--- src/snt_pkg.sv ---
`timescale 1ns / 1ps
// Shared types, widths and the sigmoid table generator for the neuron trainer.
// No dependencies.
package snt_pkg;

  localparam int NUM_INPUTS_DEF = 4;
  localparam int SIG_DEPTH_DEF  = 256;
  localparam int FEAT_FIELDS    = 4;

  localparam int F_W    = 16;  // feature, Q4.12
  localparam int W_W    = 24;  // weight, Q12.12
  localparam int P_W    = 13;  // prediction, unsigned Q1.12
  localparam int TGT_W  = 13;
  localparam int TOL_W  = 13;
  localparam int LR_W   = 16;
  localparam int IDX_W  = 3;
  localparam int ELR_W  = 31;  // error times rate
  localparam int PROD_W = 47;
  localparam int ACC_W  = 48;
  localparam int S_W    = 32;
  localparam int Z_SPAN = 32768;

  localparam logic [TOL_W-1:0] TENTH_TOL = TOL_W'(410);
  localparam logic [LR_W-1:0]  TENTH_LR  = LR_W'(410);

  typedef enum logic [1:0] {
    OP_PREDICT = 2'd0,
    OP_TRAIN   = 2'd1,
    OP_WRITE   = 2'd2,
    OP_NONE    = 2'd3
  } snt_op_t;

  localparam logic [1:0] CFG_TOL = 2'd0;
  localparam logic [1:0] CFG_LR  = 2'd1;

  typedef struct packed {
    logic mul_dot;
    logic mul_upd;
    logic apply;
    logic wr_en;
  } snt_lane_ctl_t;

  // Table entry 4096 / (1 + e^-z), z in Q.12; evaluated at elaboration only.
  function automatic logic [P_W-1:0] sig_val(input longint unsigned z);
    longint unsigned c [16];
    longint unsigned e;
    longint unsigned d;
    longint unsigned n;
    longint unsigned q;
    longint unsigned rem;
    c[0] = 64'd1073479712;
    for (int j = 0; j < 15; j++) begin
      c[j+1] = (c[j] * c[j] + (64'd1 << 29)) >> 30;
    end
    e = 64'd1 << 30;
    for (int j = 0; j < 16; j++) begin
      if (((z >> j) & 64'd1) != 64'd0) e = (e * c[j] + (64'd1 << 29)) >> 30;
    end
    d = (64'd1 << 30) + e;
    n = (64'd1 << 42) + (d >> 1);
    q = 64'd0;
    rem = 64'd0;
    for (int i = 43; i >= 0; i--) begin
      rem = (rem << 1) | ((n >> i) & 64'd1);
      if (rem >= d) begin
        rem = rem - d;
        q = q | (64'd1 << i);
      end
    end
    return P_W'(q);
  endfunction

endpackage

--- src/snt_lane.sv ---
`timescale 1ns / 1ps
// One weight lane: holds a feature weight, multiplies for the dot product
// and for the delta-rule step, applies the saturated update. Uses snt_pkg.
module snt_lane (
  input  logic                                  clk,
  input  logic                                  rst_n,
  input  snt_pkg::snt_lane_ctl_t                ctl,
  input  logic signed [snt_pkg::F_W-1:0]        feat,
  input  logic signed [snt_pkg::ELR_W-1:0]      elr,
  input  logic signed [snt_pkg::W_W-1:0]        wr_data,
  output logic signed [snt_pkg::PROD_W-1:0]     prod
);
  import snt_pkg::*;

  logic signed [W_W-1:0]    weight_r, weight_nxt;
  logic signed [PROD_W-1:0] prod_r;
  logic signed [ELR_W-1:0]  mult_a;
  logic signed [PROD_W-1:0] prod_nxt;
  logic signed [PROD_W-1:0] step_full;
  logic signed [W_W:0]      sum;

  assign mult_a    = ctl.mul_upd ? elr : ELR_W'(weight_r);
  assign prod_nxt  = PROD_W'(mult_a) * PROD_W'(feat);
  assign step_full = (prod_r + (PROD_W'(1) <<< 23)) >>> 24;
  assign sum       = (W_W+1)'(weight_r) + (W_W+1)'(step_full);

  always_comb begin
    weight_nxt = weight_r;
    if (ctl.wr_en) begin
      weight_nxt = wr_data;
    end else if (ctl.apply) begin
      // saturate to the weight range
      if (sum[W_W] != sum[W_W-1]) weight_nxt = sum[W_W] ? {1'b1, {(W_W-1){1'b0}}}
                                                         : {1'b0, {(W_W-1){1'b1}}};
      else weight_nxt = sum[W_W-1:0];
    end
  end

  always_ff @(posedge clk) begin
    if (!rst_n) begin
      weight_r <= '0;
    end else begin
      weight_r <= weight_nxt;
    end
  end

  always_ff @(posedge clk) begin
    if (ctl.mul_dot || ctl.mul_upd) prod_r <= prod_nxt;
  end

  assign prod = prod_r;

endmodule

--- config.mk ---
export PLATFORM = sky130hd
export DESIGN_NAME = snt_lane
export DESIGN_NICKNAME = d
export VERILOG_FILES = /design/src/snt_pkg.sv /design/src/snt_lane.sv
export SDC_FILE = /design/constraint.sdc
export NUM_CORES = 2
export LEC_CHECK = 0
export ABC_CLOCK_PERIOD_IN_PS = 7290
export BUFFER_PORTS_ARGS = -buffer_cell sky130_fd_sc_hd__buf_2
export CELL_PAD_IN_SITES_DETAIL_PLACEMENT = 2
export CELL_PAD_IN_SITES_GLOBAL_PLACEMENT = 2
export CORE_MARGIN = 2
export CORE_UTILIZATION = 28
export DETAILED_ROUTE_END_ITERATION = 6
export PLACE_DENSITY_LB_ADDON = 0.15
export SLEW_MARGIN = 40
export SYNTH_ARGS = -nofsm -noshare
export SYNTH_HDL_FRONTEND = slang
export SYNTH_SLANG_ARGS = --single-unit
--- constraint.sdc ---
create_clock -name clk -period 7.29 [get_ports clk]
set_input_delay 0.3645 -clock clk [delete_from_list [all_inputs] [get_ports clk]]
set_output_delay 0.3645 -clock clk [all_outputs]
set_load 0.02 [all_outputs]
==> out/qor.csv <==
stage;metric;value;unit
cts;H-Tree Depth;3;
min_path;type of the most critical hold path;in -> reg;
critical_path;critical path class;in -> reg;
cts;post-cts hold buffer count;0;
floorplan;Die Width;283;um
placed_design;final RePlAce weighted congestion;0.861;
floorplan;Die Y;283;um
min_path;hold path depth;3;
global_route;largest net degree at the start of global routing;49;
finish;most common cell after layout, fill and taps aside;inv_1;
yosys;yosys warns;0;
global_route;first-pass GRT wire length;127;mm
placed_design;DP Wirelength;70.5;mm
timing;Max Fclk;0.142;GHz
critical_path;reg-to-reg startpoint;weight_r[10];
yosys;Post-synth top flop;edfxtp_1;
timing;Slew @ Worst Pin;841;ps
yosys;Yosys reg bits;71;
detailed_routing;vias after detailed routing;17169;
critical_path;worst r2r path cells;25;
floorplan;Starting Density;28.2;%
min_path;Hold Crit Start;wr_data[20];
yosys;Cell variety after synth;66;
floorplan;Std-Cell Rows;102;
timing;skew final;12.5;ps
critical_path;Max FO, Critical Path;14;
global_route;initial antenna violation count;5;
critical_path;Reg2Reg Setup Slack;300;ps
yosys;cell count after synthesis;2435;
cts;Worst-path clk slew;60;ps
timing;setup tns final;0;ps
cts;Clk Latency, worst-skew pair;360;ps
detailed_routing;DRC;0;
timing;Hold Fails Final Rpt;0;
placed_design;Port Buffers;123;
critical_path;Setup crit start;ctl[2];
critical_path;crit end category;register;
timing;Final setup viols;0;
global_route;grt ovf;0;
cts;Num CTS Buffers;9;
yosys;Mapped Nets;3122;
run_status;status;completed;
finish;synthesis-to-finish area growth;15.0;%
yosys;Avg Synthesized Cell Area;8.96;sq um
timing;relative slew slack;43.9;%
critical_path;Worst Setup Start Kind;input pin;
cts;Root Driver;clkbuf_16;
finish;most frequent cells in the layout;560 x inv_1, 473 x fa_1, 342 x nand2_1;
job;Max Cap Viol;0;
timing;Final Critical Period;7050;ps
yosys;ys async rst share;0;%
finish;end-of-flow core utilization;32.4;%
floorplan;I/O Pins;124;
cts;Num Clock Sinks;71;
timing;RSZ-0062 raised after global routing;no;
yosys;EDFF count, synth;47;
detailed_routing;WL/cell;22.2;um
yosys;register area share after synthesis;8.67;%
finish;share of post-route cells with drive strength above 1;12.9;%
detailed_routing;Routed Antenna Nets;0;
timing;final period utilization;96.8;%
detailed_routing;Via density;4.67;
cts;clk buf depth;2;
global_route;vias in the first global route;20692;
detailed_routing;Iter 0 DRT Violations;578;
cts;Setup Buffers After CTS;0;
critical_path;Worst EP arrival;7150;ps
yosys;Cell Area, Synth;21800;sq um
global_route;total track usage;20.8;%
detailed_routing;final wirelength;81.6;mm
floorplan;die area;80200;sq um
detailed_routing;router iterations before antenna repair;5;
cts;CTS tree;yes;
critical_path;WP data required;7390;ps
floorplan;core area;77300;sq um
timing;Slew Limit Fails;0;
finish;Layout Nets;3309;
==> synthesized netlist by cell type (all sizes together) (29+ instances only) <==
master / instances / area, sq um
a21o: 38 / 287
a21oi: 89 / 449
and2: 190 / 1190
clkbuf: 99 / 393
edfxtp: 47 / 1410
fa: 473 / 9470
ha: 137 / 1710
inv: 560 / 2100
nand2: 342 / 1280
nand2b: 35 / 219
nand3: 29 / 145
nor2: 63 / 236
o21ai: 31 / 155
xnor2: 60 / 526
==> sequential cells by signal, indices dropped and copies added (netlist names) <==
name      flops
prod         47
weight_r     24
==> critical path, stage by stage <==
cell and delay [ps]:
clkbuf_4 220, buf_12 200, buf_12 120, mux2_2 410, and2_1 210, fa_1 540, inv_1 50, fa_1 460
fa_1 530, inv_1 60, fa_1 490, fa_1 490, inv_1 50, fa_1 470, inv_1 40, ha_1 320
and3_2 230, a221o_1 410, a21o_2 300, nand2_1 70, o21ai_0 80, a31o_2 240, o41a_1 350, a221oi_2 300
xnor2_1 100
==> cell families (layout without fill, tap and decap cells) <==
| group | count (synthesis) | in the layout | synth area share, % |
|---|---|---|---|
| flops | 71 | 71 | 8.67 |
| compound gates | 256 | 256 | 7.83 |
| simple gates | 727 | 727 | 16.1 |
| fa+ha+maj | 610 | 610 | 51.2 |
| xor+xnor | 83 | 83 | 3.33 |
| mux | 24 | 24 | 1.23 |
| buf+inv | 664 | 856 | 11.6 |
| other cells | 0 | 6 | 0 |
==> stage by stage <==
stage,worst slack (ps),area (sq um),instances,hold slack (ps)
2_1_floorplan,157,21800,2435,505
3_3_place_gp,-210,24800,3651,578
3_5_place_dp,-301,24800,3651,599
4_1_cts,18.3,25000,3667,227
5_1_grt,11.0,25100,3670,238
6_report,235,25100,3673,245
==> path summary, 6_finish.rpt <==
path                       end
setup / recovery      prod[32]
hold / removal    weight_r[20]
setup reg to reg      prod[45]
hold reg to reg   weight_r[20]
==> final cells by class <==
cell class / instances / area (sq um)
Timing Repair Buffer: 280 / 2050
Clock buffer: 11 / 233
Fill cell: 8808 / 52200
Multi-Input combinational cell: 1700 / 17400
Sequential cell: 71 / 1900
Inverter: 560 / 2100
Clock inverter: 5 / 50.0
Tap cell: 1040 / 1300
Antenna cell: 6 / 15.0
==> timing repair <==
item	4_1_cts	5_1_grt
gates cloned	0	0
endpoints found under the setup margin	8	11
gates resized for setup	1	13
==> per-layer routing <==
layer / wire length [um] / vias to the layer above / track usage, % / share of wire (%)
li1: - / 7728 / - / -
met1: 34200 / 9180 / 25.0 / 42
met2: 44500 / 192 / 39.9 / 55
met3: 1240 / 69 / 1.36 / 1.5
met4: 1670 / 0 / 5.17 / 2.0
met5: 0 / - / 0 / 0
Power is left out: the tool's default activity adds up to more than one toggle a clock period on the data nets, which glitch-free logic cannot reach.
